===== src/hw/rtl/adm_pkg.sv =====
// shared constants and types for the arcade drive mixer
`timescale 1ns / 1ps
`default_nettype none
package adm_pkg;

    localparam int AXIS_W = 16;
    localparam int DRV_W  = 18;
    localparam int DB_W   = 15;
    localparam int MAXO_W = 16;
    localparam int MAG_W  = 17;
    localparam int QUO_W  = 16;
    localparam int LANES  = 2;
    localparam int CFG_W  = 16;

    localparam logic [MAG_W-1:0]  Q_ONE       = 17'd32768;
    localparam logic [MAXO_W-1:0] MAXO_RESET  = 16'd32768;
    localparam logic [AXIS_W-1:0] AXIS_MIN    = 16'h8000;
    localparam logic [AXIS_W-1:0] AXIS_MAX    = 16'h7fff;

    typedef logic [0:0] t_cfg_idx;
    localparam t_cfg_idx CFG_DEADBAND    = 1'b0;
    localparam t_cfg_idx CFG_DRIVE_LIMIT = 1'b1;

    typedef logic [LANES-1:0][MAG_W-1:0] t_mag_pair;
    typedef logic [LANES-1:0][QUO_W-1:0] t_quo_pair;

    typedef struct packed {
        logic signed [DRV_W-1:0] left;
        logic signed [DRV_W-1:0] right;
        logic [MAG_W-1:0]        mag_l;
        logic [MAG_W-1:0]        mag_r;
        logic [MAG_W-1:0]        mag_m;
        logic                    norm;
    } t_mix;

endpackage
`default_nettype wire


===== src/hw/rtl/adm_if.sv =====
// joystick and drive stream interfaces
`timescale 1ns / 1ps
`default_nettype none
interface adm_joy_if;
    logic                                valid;
    logic                                ready;
    logic signed [adm_pkg::AXIS_W-1:0]   turn_axis;
    logic signed [adm_pkg::AXIS_W-1:0]   raw_forward_axis;
    modport source (output valid, turn_axis, raw_forward_axis, input ready);
    modport sink   (input valid, turn_axis, raw_forward_axis, output ready);
endinterface

interface adm_drive_if;
    logic                                valid;
    logic                                ready;
    logic signed [adm_pkg::DRV_W-1:0]    left_drive;
    logic signed [adm_pkg::DRV_W-1:0]    right_drive;
    modport source (output valid, left_drive, right_drive, input ready);
    modport sink   (input valid, left_drive, right_drive, output ready);
endinterface
`default_nettype wire


===== src/hw/rtl/arcade_drive_mixer_top.sv =====
// arcade drive mixer top level: deadband shaping, mixing, normalization
// throughput: one item per cycle while o_drive is not stalled, set by the bit-per-stage dividers
// each stage holds independently, so bubbles close up under stalls
// reset: synchronous active low, clears all valid bits, deadband 0,
// drive limit 32768
`timescale 1ns / 1ps
`default_nettype none
module arcade_drive_mixer_top (
    input  wire logic                        i_clk,
    input  wire logic                        i_rst_n,
    input  wire logic                        i_cfg_we,
    input  wire adm_pkg::t_cfg_idx           i_cfg_idx,
    input  wire logic [adm_pkg::CFG_W-1:0]   i_cfg_data,
    adm_joy_if.sink                          i_joy,
    adm_drive_if.source                      o_drive
);

    // configuration registers, to be written only while idle; the block does not enforce this
    logic [adm_pkg::DB_W-1:0]   r_deadband;
    logic [adm_pkg::MAXO_W-1:0] r_drive_limit;

    always_ff @(posedge i_clk) begin
        if (!i_rst_n) begin
            r_deadband    <= '0;
            r_drive_limit <= adm_pkg::MAXO_RESET;
        end else if (i_cfg_we) begin
            unique case (i_cfg_idx)
                adm_pkg::CFG_DEADBAND:    r_deadband    <= i_cfg_data[adm_pkg::DB_W-1:0];
                adm_pkg::CFG_DRIVE_LIMIT: r_drive_limit <= i_cfg_data;
                default: ;
            endcase
        end
    end

    // front stage: forward negation (saturating) and axis magnitudes
    logic                                r_fv;
    logic                                en_f;
    adm_pkg::t_mag_pair                  r_f_mag;
    logic [adm_pkg::LANES-1:0]           r_f_neg;
    logic [adm_pkg::AXIS_W-1:0]          fwd;
    logic                                d0_ready;

    // most negative raw forward saturates to full positive
    assign fwd = (i_joy.raw_forward_axis == adm_pkg::AXIS_MIN)
                 ? adm_pkg::AXIS_MAX
                 : adm_pkg::AXIS_W'(-i_joy.raw_forward_axis);

    assign en_f        = !r_fv || d0_ready;
    assign i_joy.ready = en_f;

    always_ff @(posedge i_clk) begin
        if (!i_rst_n) begin
            r_fv <= 1'b0;
        end else if (en_f) begin
            r_fv <= i_joy.valid;
        end
    end

    always_ff @(posedge i_clk) begin
        if (en_f) begin
            r_f_neg[0] <= i_joy.turn_axis[adm_pkg::AXIS_W-1];
            r_f_neg[1] <= fwd[adm_pkg::AXIS_W-1];
            r_f_mag[0] <= i_joy.turn_axis[adm_pkg::AXIS_W-1]
                ? adm_pkg::MAG_W'(-{i_joy.turn_axis[adm_pkg::AXIS_W-1], i_joy.turn_axis})
                : adm_pkg::MAG_W'({1'b0, i_joy.turn_axis});
            r_f_mag[1] <= fwd[adm_pkg::AXIS_W-1]
                ? adm_pkg::MAG_W'(-{fwd[adm_pkg::AXIS_W-1], fwd})
                : {1'b0, fwd};
        end
    end

    // deadband: inside it the divider sees a zero numerator, outside the rescale
    // (|a| - db) * 32768 / (32768 - db)
    adm_pkg::t_mag_pair         d0_n;
    logic [adm_pkg::MAG_W-1:0]  d0_d;
    logic [adm_pkg::MAG_W-1:0]  db_ext;

    assign db_ext = adm_pkg::MAG_W'(r_deadband);
    assign d0_d   = adm_pkg::Q_ONE - db_ext;
    always_comb begin
        for (int l = 0; l < adm_pkg::LANES; l++) begin
            d0_n[l] = (r_f_mag[l] <= db_ext) ? '0 : r_f_mag[l] - db_ext;
        end
    end

    logic                       d0_v;
    adm_pkg::t_quo_pair         d0_q;
    logic [adm_pkg::LANES-1:0]  d0_neg;
    logic                       mix_ready;

    adm_div #(
        .LANES (adm_pkg::LANES),
        .DW    (adm_pkg::MAG_W),
        .QW    (adm_pkg::QUO_W),
        .SBW   (adm_pkg::LANES)
    ) u_div_axis (
        .i_clk   (i_clk),
        .i_rst_n (i_rst_n),
        .i_valid (r_fv),
        .o_ready (d0_ready),
        .i_n     (d0_n),
        .i_d     (d0_d),
        .i_sb    (r_f_neg),
        .o_valid (d0_v),
        .i_ready (mix_ready),
        .o_q     (d0_q),
        .o_sb    (d0_neg)
    );

    // mix left = y + x, right = x - y, then larger magnitude vs the drive limit
    logic           mix_v;
    adm_pkg::t_mix  mix;
    logic           d1_ready;

    adm_mix u_mix (
        .i_clk         (i_clk),
        .i_rst_n       (i_rst_n),
        .i_valid       (d0_v),
        .o_ready       (mix_ready),
        .i_q           (d0_q),
        .i_neg         (d0_neg),
        .i_drive_limit (r_drive_limit),
        .o_valid       (mix_v),
        .i_ready       (d1_ready),
        .o_mix         (mix)
    );

    // normalization v * 32768 / m on magnitudes; skipped items divide 0 by 1
    localparam int SB1_W = 2 * adm_pkg::DRV_W + 1;

    adm_pkg::t_mag_pair         d1_n;
    logic [adm_pkg::MAG_W-1:0]  d1_d;
    logic [SB1_W-1:0]           d1_sb_in;
    logic                       d1_v;
    adm_pkg::t_quo_pair         d1_q;
    logic [SB1_W-1:0]           d1_sb;
    logic                       en_o;

    assign d1_n[0]  = mix.norm ? mix.mag_l : '0;
    assign d1_n[1]  = mix.norm ? mix.mag_r : '0;
    assign d1_d     = mix.norm ? mix.mag_m : adm_pkg::MAG_W'(1);
    assign d1_sb_in = {mix.left, mix.right, mix.norm};

    adm_div #(
        .LANES (adm_pkg::LANES),
        .DW    (adm_pkg::MAG_W),
        .QW    (adm_pkg::QUO_W),
        .SBW   (SB1_W)
    ) u_div_norm (
        .i_clk   (i_clk),
        .i_rst_n (i_rst_n),
        .i_valid (mix_v),
        .o_ready (d1_ready),
        .i_n     (d1_n),
        .i_d     (d1_d),
        .i_sb    (d1_sb_in),
        .o_valid (d1_v),
        .i_ready (en_o),
        .o_q     (d1_q),
        .o_sb    (d1_sb)
    );

    // output register: reapply signs on normalized items
    logic                             r_ov;
    logic signed [adm_pkg::DRV_W-1:0] r_left, r_right;
    logic signed [adm_pkg::DRV_W-1:0] raw_l, raw_r, norm_l, norm_r;
    logic                             sel_norm;

    assign raw_l    = d1_sb[SB1_W-1 -: adm_pkg::DRV_W];
    assign raw_r    = d1_sb[adm_pkg::DRV_W:1];
    assign sel_norm = d1_sb[0];
    assign norm_l   = raw_l[adm_pkg::DRV_W-1] ? -$signed({2'b00, d1_q[0]})
                                              : $signed({2'b00, d1_q[0]});
    assign norm_r   = raw_r[adm_pkg::DRV_W-1] ? -$signed({2'b00, d1_q[1]})
                                              : $signed({2'b00, d1_q[1]});

    assign en_o = !r_ov || o_drive.ready;

    always_ff @(posedge i_clk) begin
        if (!i_rst_n) begin
            r_ov <= 1'b0;
        end else if (en_o) begin
            r_ov <= d1_v;
        end
    end

    always_ff @(posedge i_clk) begin
        if (en_o) begin
            r_left  <= sel_norm ? norm_l : raw_l;
            r_right <= sel_norm ? norm_r : raw_r;
        end
    end

    assign o_drive.valid       = r_ov;
    assign o_drive.left_drive  = r_left;
    assign o_drive.right_drive = r_right;

endmodule
`default_nettype wire


===== src/hw/rtl/adm_div.sv =====
// pipelined restoring divider, one quotient bit per stage, n <= d
`timescale 1ns / 1ps
`default_nettype none
module adm_div #(
    parameter int LANES = 2,
    parameter int DW    = 17,
    parameter int QW    = 16,
    parameter int SBW   = 1
) (
    input  wire logic                        i_clk,
    input  wire logic                        i_rst_n,
    input  wire logic                        i_valid,
    output logic                             o_ready,
    input  wire logic [LANES-1:0][DW-1:0]    i_n,
    input  wire logic [DW-1:0]               i_d,
    input  wire logic [SBW-1:0]              i_sb,
    output logic                             o_valid,
    input  wire logic                        i_ready,
    output logic [LANES-1:0][QW-1:0]         o_q,
    output logic [SBW-1:0]                   o_sb
);

    logic [QW:0]     r_v;
    logic [QW+1:0]   en;
    logic [DW-1:0]   r_r  [QW+1][LANES];
    logic [QW-1:0]   r_q  [QW+1][LANES];
    logic [DW-1:0]   r_d  [QW+1];
    logic [SBW-1:0]  r_sb [QW+1];
    logic [LANES-1:0] r_b;
    logic [DW-1:0]   n_r  [QW][LANES];
    logic [QW-1:0]   n_q  [QW][LANES];

    // stage moves when empty or when the next one moves
    assign en[QW+1] = i_ready;
    for (genvar s = 0; s <= QW; s++) begin : g_en
        assign en[s] = !r_v[s] || en[s+1];
    end

    always_comb begin
        logic [DW:0] trial;
        logic        shin;
        for (int s = 0; s < QW; s++) begin
            for (int l = 0; l < LANES; l++) begin
                shin  = (s == 0) ? r_b[l] : 1'b0;
                trial = {r_r[s][l], shin};
                if (trial >= {1'b0, r_d[s]}) begin
                    n_r[s][l] = DW'(trial - {1'b0, r_d[s]});
                    n_q[s][l] = {r_q[s][l][QW-2:0], 1'b1};
                end else begin
                    n_r[s][l] = DW'(trial);
                    n_q[s][l] = {r_q[s][l][QW-2:0], 1'b0};
                end
            end
        end
    end

    always_ff @(posedge i_clk) begin
        if (!i_rst_n) begin
            r_v <= '0;
        end else begin
            if (en[0]) begin
                r_v[0] <= i_valid;
            end
            for (int s = 1; s <= QW; s++) begin
                if (en[s]) begin
                    r_v[s] <= r_v[s-1];
                end
            end
        end
    end

    always_ff @(posedge i_clk) begin
        if (en[0]) begin
            for (int l = 0; l < LANES; l++) begin
                r_r[0][l] <= i_n[l] >> 1;
                r_b[l]    <= i_n[l][0];
                r_q[0][l] <= '0;
            end
            r_d[0]  <= i_d;
            r_sb[0] <= i_sb;
        end
        for (int s = 1; s <= QW; s++) begin
            if (en[s]) begin
                for (int l = 0; l < LANES; l++) begin
                    r_r[s][l] <= n_r[s-1][l];
                    r_q[s][l] <= n_q[s-1][l];
                end
                r_d[s]  <= r_d[s-1];
                r_sb[s] <= r_sb[s-1];
            end
        end
    end

    assign o_ready = en[0];
    assign o_valid = r_v[QW];
    assign o_sb    = r_sb[QW];
    always_comb begin
        for (int l = 0; l < LANES; l++) begin
            o_q[l] = r_q[QW][l];
        end
    end

endmodule
`default_nettype wire


===== src/hw/rtl/adm_mix.sv =====
// sign restore, mix and threshold compare, two register stages
`timescale 1ns / 1ps
`default_nettype none
module adm_mix (
    input  wire logic                          i_clk,
    input  wire logic                          i_rst_n,
    input  wire logic                          i_valid,
    output logic                               o_ready,
    input  wire adm_pkg::t_quo_pair            i_q,
    input  wire logic [adm_pkg::LANES-1:0]     i_neg,
    input  wire logic [adm_pkg::MAXO_W-1:0]    i_drive_limit,
    output logic                               o_valid,
    input  wire logic                          i_ready,
    output adm_pkg::t_mix                      o_mix
);

    logic                             r_va, r_vb;
    logic                             en_a, en_b;
    logic signed [adm_pkg::DRV_W-1:0] r_left, r_right;
    logic signed [adm_pkg::DRV_W-1:0] x_s, y_s;
    logic [adm_pkg::MAG_W-1:0]        mag_l, mag_r, mag_m;
    adm_pkg::t_mix                    r_mix;

    assign en_b = !r_vb || i_ready;
    assign en_a = !r_va || en_b;

    // lane 0 is turn, lane 1 is forward
    assign x_s = i_neg[0] ? -$signed({2'b00, i_q[0]}) : $signed({2'b00, i_q[0]});
    assign y_s = i_neg[1] ? -$signed({2'b00, i_q[1]}) : $signed({2'b00, i_q[1]});

    assign mag_l = r_left[adm_pkg::DRV_W-1]  ? adm_pkg::MAG_W'(-r_left)
                                             : adm_pkg::MAG_W'(r_left);
    assign mag_r = r_right[adm_pkg::DRV_W-1] ? adm_pkg::MAG_W'(-r_right)
                                             : adm_pkg::MAG_W'(r_right);
    assign mag_m = (mag_l >= mag_r) ? mag_l : mag_r;

    always_ff @(posedge i_clk) begin
        if (!i_rst_n) begin
            r_va <= 1'b0;
            r_vb <= 1'b0;
        end else begin
            if (en_a) r_va <= i_valid;
            if (en_b) r_vb <= r_va;
        end
    end

    always_ff @(posedge i_clk) begin
        if (en_a) begin
            r_left  <= y_s + x_s;
            r_right <= x_s - y_s;
        end
        if (en_b) begin
            r_mix.left  <= r_left;
            r_mix.right <= r_right;
            r_mix.mag_l <= mag_l;
            r_mix.mag_r <= mag_r;
            r_mix.mag_m <= mag_m;
            r_mix.norm  <= mag_m > {1'b0, i_drive_limit};
        end
    end

    assign o_ready = en_a;
    assign o_valid = r_vb;
    assign o_mix   = r_mix;

endmodule
`default_nettype wire


===== src/flat_wrapper.sv =====
// flat-port wrapper written by rule: the top's interface ports become plain ports
module arcade_drive_mixer_top_flat 
  (i_clk, i_rst_n, i_cfg_we, i_cfg_idx, i_cfg_data, i_joy_valid, i_joy_turn_axis, i_joy_raw_forward_axis, i_joy_ready, o_drive_valid, o_drive_left_drive, o_drive_right_drive, o_drive_ready);
  adm_joy_if i_joy_i ();
  adm_drive_if o_drive_i ();
  input  wire logic i_clk;
  input  wire logic i_rst_n;
  input  wire logic i_cfg_we;
  input  wire adm_pkg::t_cfg_idx i_cfg_idx;
  input  wire logic [adm_pkg::CFG_W-1:0] i_cfg_data;
  input wire logic [$bits(i_joy_i.valid)-1:0] i_joy_valid;
  input wire logic [$bits(i_joy_i.turn_axis)-1:0] i_joy_turn_axis;
  input wire logic [$bits(i_joy_i.raw_forward_axis)-1:0] i_joy_raw_forward_axis;
  output wire logic [$bits(i_joy_i.ready)-1:0] i_joy_ready;
  output wire logic [$bits(o_drive_i.valid)-1:0] o_drive_valid;
  output wire logic [$bits(o_drive_i.left_drive)-1:0] o_drive_left_drive;
  output wire logic [$bits(o_drive_i.right_drive)-1:0] o_drive_right_drive;
  input wire logic [$bits(o_drive_i.ready)-1:0] o_drive_ready;
  assign i_joy_i.valid = i_joy_valid;
  assign i_joy_i.turn_axis = i_joy_turn_axis;
  assign i_joy_i.raw_forward_axis = i_joy_raw_forward_axis;
  assign i_joy_ready = i_joy_i.ready;
  assign o_drive_valid = o_drive_i.valid;
  assign o_drive_left_drive = o_drive_i.left_drive;
  assign o_drive_right_drive = o_drive_i.right_drive;
  assign o_drive_i.ready = o_drive_ready;
  arcade_drive_mixer_top u_core (.i_clk(i_clk), .i_rst_n(i_rst_n), .i_cfg_we(i_cfg_we), .i_cfg_idx(i_cfg_idx), .i_cfg_data(i_cfg_data), .i_joy(i_joy_i), .o_drive(o_drive_i));
endmodule

===== config.mk =====
export PLATFORM = sky130hd
export DESIGN_NAME = arcade_drive_mixer_top_flat
export DESIGN_NICKNAME = d
export VERILOG_FILES = /design/src/hw/rtl/adm_pkg.sv /design/src/hw/rtl/adm_if.sv /design/src/hw/rtl/arcade_drive_mixer_top.sv /design/src/hw/rtl/adm_div.sv /design/src/hw/rtl/adm_mix.sv /design/src/flat_wrapper.sv
export SDC_FILE = /design/constraint.sdc
export NUM_CORES = 2
export LEC_CHECK = 0
export BUFFER_PORTS_ARGS = -buffer_cell sky130_fd_sc_hd__buf_2
export CAP_MARGIN = 20
export CORE_UTILIZATION = 55
export DETAILED_ROUTE_END_ITERATION = 6
export HOLD_SLACK_MARGIN = 0.03
export PLACE_DENSITY = 0.72
export SLEW_MARGIN = 20
export SYNTH_ARGS = -nofsm -noshare
export SYNTH_HDL_FRONTEND = slang
export SYNTH_SLANG_ARGS = --single-unit

===== constraint.sdc =====
create_clock -name i_clk -period 17.8 [get_ports i_clk]
set_input_delay 3.56 -clock i_clk [delete_from_list [all_inputs] [get_ports i_clk]]
set_output_delay 3.56 -clock i_clk [all_outputs]
set_load 0.02 [all_outputs]

Word-level counts from Yosys, hierarchy flattened:

Memory sizes are Yosys's and may differ from the RTL's.
Index checks and enable logic that the tools add are counted.

* $add $sub $neg: 78
* magnitude comparators: 68
* equal/unequal tests: 1
* mux-type cells: 213
* bitwise operators: 1
* reductions and logical operators: 78

Operators with widths (count)
* $mux 17: 72
* $ge 18x17->1: 64
* $sub 17x17->17: 64
* $mux 1: 132
* $mux 18: 6
* $neg 16->18: 4
* $neg 17->17: 4
* $logic_not 1->1: 38
* $logic_or 1x1->1: 38
* $le 17x15->1: 2
* $sub 17x15->17: 2
* $mux 15: 2
* $add 18x18->18: 1
* $sub 18x18->18: 1
* $ge 17x17->1: 1
* $gt 17x16->1: 1
* $sub 16x15->17 const A: 1
* $eq 16x16->1 const B: 1
* $mux 16: 1
* $neg 16->16: 1
* $reduce_and 2->1: 2
* $not 1->1: 1

* bits in registers: 269
* memory bits (writable): 3485
* logic and storage cells: 505
* memories: 8

Memory list
* u_core.u_div_norm.r_sb: depth 17, width 37, read ports 17, clocked after memory_dff 0, wr ports 17, line adm_div.sv:28 `logic [SBW-1:0] r_sb [QW+1];`
* u_core.u_div_axis.r_r: depth 17, width 34, read ports 16, clocked after memory_dff 0, wr ports 17, line adm_div.sv:25 `logic [DW-1:0] r_r [QW+1][LANES];`
* u_core.u_div_norm.r_r: depth 17, width 34, read ports 16, clocked after memory_dff 0, wr ports 17, line adm_div.sv:25
* u_core.u_div_axis.r_q: depth 17, width 32, read ports 17, clocked after memory_dff 0, wr ports 17, line adm_div.sv:26 `logic [QW-1:0] r_q [QW+1][LANES];`
* u_core.u_div_norm.r_q: depth 17, width 32, read ports 17, clocked after memory_dff 0, wr ports 17, line adm_div.sv:26
* u_core.u_div_axis.r_d: depth 17, width 17, read ports 16, clocked after memory_dff 0, wr ports 17, line adm_div.sv:27 `logic [DW-1:0] r_d [QW+1];`
* +2 memories

Depth between registers and ports, before layout:

* depth in word-level cells: 40
* depth in mapped cells: 25
* depth with buffers taken out: 24

Hierarchy:

Synthesis repeated with hierarchy kept, for this count alone.

* cell total of the unflattened synthesis: 13171
* area, all modules: 163116.4 µm²

By module, submodules not included
* adm_div (u_core.u_div_norm): instances 1, cells an instance 6140, area an instance 82969.6 µm², sequential area each 51899.8 µm²
* adm_div (u_core.u_div_axis): instances 1, cells an instance 5374, area an instance 64465.6 µm², sequential area each 34032.6 µm²
* arcade_drive_mixer_top: instances 1, cells an instance 933, area an instance 7993.9 µm², sequential area each 2822.7 µm²
* adm_mix: instances 1, cells an instance 724, area an instance 7687.4 µm², sequential area each 3613.5 µm²

Least setup slack after synthesis:

No wires, ideal clock.

* path type: input port to output port
* start: input port o_drive_ready
* end: output port i_joy_ready
* arrival: 10638 ps
* data required time: 14240 ps
* setup slack: 3602 ps
* stages on the path: 8
* buffers on the path: 0
* path through: nor2b_1 -> nand4_1 -> nor4_1 -> inv_1 -> nor3_1 -> and4_1 -> and3_1 -> nand2_1

* word-level cells in the longest chain between the ends: 38

Ends and longest elaborated chain
* from (decl): line flat_wrapper.sv:18 `input wire logic [$bits(o_drive_i.ready)-1:0] o_drive_ready;`
* $logic_or 1x1->1: line arcade_drive_mixer_top.sv:177 `assign en_o = !r_ov || o_drive.ready;`
* $logic_or 1x1->1 (6 in a row): line adm_div.sv:36 `assign en[s] = !r_v[s] || en[s+1];`
* net u_core.u_div_norm.en[11]: line adm_div.sv:24 `logic [QW+1:0] en;`
* $logic_or 1x1->1 (11 in a row): line adm_div.sv:36
* $logic_or 1x1->1: line adm_mix.sv:24 `assign en_b = !r_vb || i_ready;`
* $logic_or 1x1->1: line adm_mix.sv:25 `assign en_a = !r_va || en_b;`
* $logic_or 1x1->1: line adm_div.sv:36
* net u_core.u_div_axis.en[16]: line adm_div.sv:24
* $logic_or 1x1->1 (16 in a row): line adm_div.sv:36
* $logic_or 1x1->1: line arcade_drive_mixer_top.sv:48 `assign en_f = !r_fv || d0_ready;`
* to (decl): line flat_wrapper.sv:14 `output wire logic [$bits(i_joy_i.ready)-1:0] i_joy_ready;`

The timed path passes the listed nets, and every way through them passes these cells.

Worst setup path after layout:

Same ends and word-level chain as after synthesis.

==> summary.md <==
| Metric | Value |
|---|---|
| Vias per inst | 5.90 |
| Die W | 540 microns |
| Placer Congestion | 0.988 |
| Routed Antenna Nets | 0 |
| Initial core utilization | 0.555 |
| Crit path kind | in2out |
| Register area share after synthesis | 0.575 |
| Layout cell share with drive strength beyond 1 | 0.0861 |
| CP required | 14.24 ns |
| Status | finished, final reports clean |
| Clk slew on worst S/H paths | 0.06 ns |
| First-pass GRT wire length | 589000 microns |
| IO Pins | 92 |
| Post-synth EDFFs | 2996 |
| Synthesized area per cell | 12.0 sq um |
| CTS tree | done |
| Fill count | 22170 |
| Worst clock skew | 0.0698 ns |
| Worst Path Buf+Inv | 5 |
| Post-synth top area share | 0.566 |
| Core area | 0.286 sq mm |
| First DRT Iteration DRCs | 8643 |
| Gr ovfl total | 0 |
| Max-Cap Viols | 0 |
| Post-route DRC violation count | 0 |
| Crit start category | input pin |
| Final net count | 14743 |
| Fin. max-slew vios | 0 |
| Vias | 103152 |
| Synth Register Bits | 3065 |
| Htree depth | 5 |
| Number of global-route vias before repair | 100468 |
| RSZ-0062 raised after global routing | false |
| DRT Pass-1 Iters | 6 |
| Die Y | 540 microns |
| Slowest stage delay, CP | 0.91 ns |
| Cell Chain, Critical Path | buf_2 -> nor2b_1 -> nand4_1 -> buf_4 -> nor4_1 -> inv_1 -> buf_4 -> nor3_1 -> and4_1 -> and3_1 -> nand2_2 -> buf_2 |
| Peak Freq | 0.0878 GHz |
| Area Overhead vs Synth | 9.86% |
| Total Routing Usage GR | 0.262 |
| Worst-Skew Late Latency | 0.93 ns |
| Setup TNS | 0 ns |
| Rel. slew slack | 0.217 |
| HPWL Detailed | 301000 microns |
| Critical path peak fanout | 39 |
| Post-CTS setup buffer count | 0 |
| Die footprint | 0.291 sq mm |
| Synthesized cell area | 0.159 sq mm |
| Hold_buf cts | 0 |
| Initial antenna violation count | 8 |
| Routed WL per cell | 22.3 microns |
| Ranking of synthesized cells by area | edfxtp_1 (57%), ha_1 (9.1%), xnor2_1 (2.9%) |
| Root Buffer | clkbuf_16 |
| Largest net degree at the start of global routing | 97 |
| TritonCTS buffer count | 322 |
| Post-Route WL | 390000 microns |
| Critical path endpoint category | primary output |
| CP delay by family, top | simple AND/OR/NAND/NOR gates |
| Synth area leader | edfxtp_1 |
| Crit path time final | 11.39 ns |
| Cell count after synthesis | 13212 |
| CP max-delay cell | nor3_1 |
| Final Cycle Share | 0.640 |
| FP Rows | 196 |
| Max Root-Sink Buffers | 4 |
| Synth async-reset ratio | 0 |
| Post-CTS sizing | 0 |
| Least-Margin Pin Slew | 1.16 ns |
| Sink Count | 3065 |
| Most common flop cell mapped by yosys | edfxtp_1 |
| Hold Crit Class | reg2reg |
| Final hold vios | 0 |
| Yosys warning count | 0 |
| Setup violators final | 0 |
| Crit path DAT | 7.83 ns |
| PortBufs | 91 |
| Cell variety after synth | 80 |
==> final cells by class <==
| cell class | count | area, sq um | share of cell area |
|---|---|---|---|
| Clock buffer | 385 | 8420 | 0.0482 |
| Tap cell | 3762 | 4710 | 0.0270 |
| Antenna cell | 2 | 5.00 | 0.0000287 |
| Timing Repair Buffer | 169 | 1120 | 0.00639 |
| Sequential cell | 3065 | 91300 | 0.523 |
| Inverter | 923 | 3490 | 0.0200 |
| Clock inverter | 193 | 1930 | 0.0111 |
| Multi-Input combinational cell | 8987 | 63600 | 0.364 |
==> cell usage in the layout, fill, tap and decap left out, types with 53 or more instances in the layout <==
cell | Yosys | final
o21bai_1 | 62 | 62
and2_1 | 135 | 135
buf_4 | 0 | 70
nand2b_1 | 191 | 191
xor2_1 | 401 | 401
o21a_1 | 150 | 150
nand4_1 | 156 | 156
a21o_1 | 270 | 270
o211ai_1 | 78 | 78
buf_2 | 12 | 91
nor2b_1 | 163 | 163
or3_1 | 78 | 78
mux2_2 | 317 | 317
nor2_1 | 927 | 921
nor3_1 | 309 | 309
fa_1 | 64 | 64
o21ai_0 | 769 | 768
edfxtp_1 | 2996 | 2996
nand2_1 | 914 | 898
inv_1 | 922 | 908
o31ai_1 | 81 | 81
dfxtp_1 | 69 | 69
nand3_1 | 216 | 213
ha_1 | 1157 | 1157
a31oi_1 | 137 | 136
or2_2 | 97 | 97
and3_1 | 120 | 120
clkinv_2 | 0 | 53
xnor2_1 | 519 | 519
a211oi_1 | 98 | 88
clkbuf_16 | 0 | 325
nor4_1 | 61 | 61
clkbuf_1 | 223 | 54
a21oi_1 | 896 | 895
a21boi_0 | 75 | 75
==> per-stage QoR <==
stage                util  hold WS [ns]  setup slack, ns  std cells  cell area [sq um]
finish              0.610         0.381             6.41      17486             175000
global route        0.610         0.382             6.14      17485             175000
CTS                 0.609         0.373             5.83      17479             174000
detailed placement  0.573         0.405             5.88      16901             164000
global placement    0.573         0.400             5.90      16900             164000
floorplan               -         0.400             3.60      13213             159000
==> synthesized netlist by cell type, drive strengths merged (19+ instances only) <==
library cell and number:
nand3 216, o31ai 81, nand3b 28, mux2 318
or3 78, inv 922, o211ai 78, a21o 270
o2111ai 31, o41ai 37, xnor2 519, a211oi 98
a41oi 23, fa 64, and2 135, nand4 156
edfxtp 2996, a2111oi 39, clkbuf 223, o21bai 62
ha 1157, o31a 33, nor2 927, a211o 27
or2 98, a21boi 75, nor4 61, nor3 309
nand2 914, o21ai 788, o21a 150, nor2b 163
nor3b 24, or4 40, and3 120, nand2b 191
a21oi 897, a31o 30, o311ai 19, mux2i 26
a31oi 137, xor2 401, dfxtp 69
==> cells by family (layout without fill, tap and decap cells) <==
group	count (synthesis)	in the layout	synth area share
AO/OA/AOI/OAI	2996	2996	0.117
XOR/XNOR	920	920	0.0507
adder cells (fa/ha/maj)	1221	1221	0.0992
buffers and inverters	1161	1670	0.0276
flip-flops	3065	3065	0.575
multiplexers	344	344	0.0242
other	1	4	0.0000236
AND/OR/NAND/NOR	3504	3504	0.106
==> state kept, by name, summed over array words and instances, names as in the netlist, 18 cells and up <==
name	flops
u_core.u_div_norm.r_d	272
u_core.u_div_norm.r_r	542
u_core.u_div_axis.r_d	256
u_core.u_div_axis.r_r	542
u_core.u_div_axis.r_q	272
u_core.u_div_norm.r_sb	612
u_core.r_f_mag	34
u_core.u_div_axis.r_sb	34
u_core.u_mix.r_left	18
u_core.u_mix.o_mix	84
u_core.u_div_norm.r_q	272
u_core.o_drive.right_drive	18
u_core.o_drive.left_drive	18
==> final timing paths <==
path	startpoint	to	slack, ns	cells after the start
max reg2reg	u_core.u_mix.r_left[0]$_DFFE_PP_	u_core.u_mix.o_mix[0]$_DFFE_PP_	11.86	23
min reg2reg	u_core.u_mix.o_mix[67]$_DFFE_PP_	u_core.u_div_norm.r_sb[0][16]$_DFFE_PP_	0.38	0
min	u_core.u_mix.o_mix[67]$_DFFE_PP_	u_core.u_div_norm.r_sb[0][16]$_DFFE_PP_	0.38	0
max	o_drive_ready	i_joy_ready	6.41	12
==> layer usage <==
metal,part of all wire,global-route usage
met1,0.43,0.350
met2,0.48,0.447
met3,0.051,0.0288
met4,0.034,0.0882
met5,0.000033,0
==> worst register-to-register path: cells and delay by family, from the launching register on <==
kind,cells,cell delay [ns]
AO/OA/AOI/OAI,10,1.91
AND/OR/NAND/NOR,5,1.06
adder cells (fa/ha/maj),3,0.86
buffers and inverters,2,0.58
multiplexers,2,0.50
flip-flops,1,0.45
XOR/XNOR,1,0.33
Power is not shown: default switching activity piles up to over one toggle a cycle in this logic, so the estimate is an artifact.
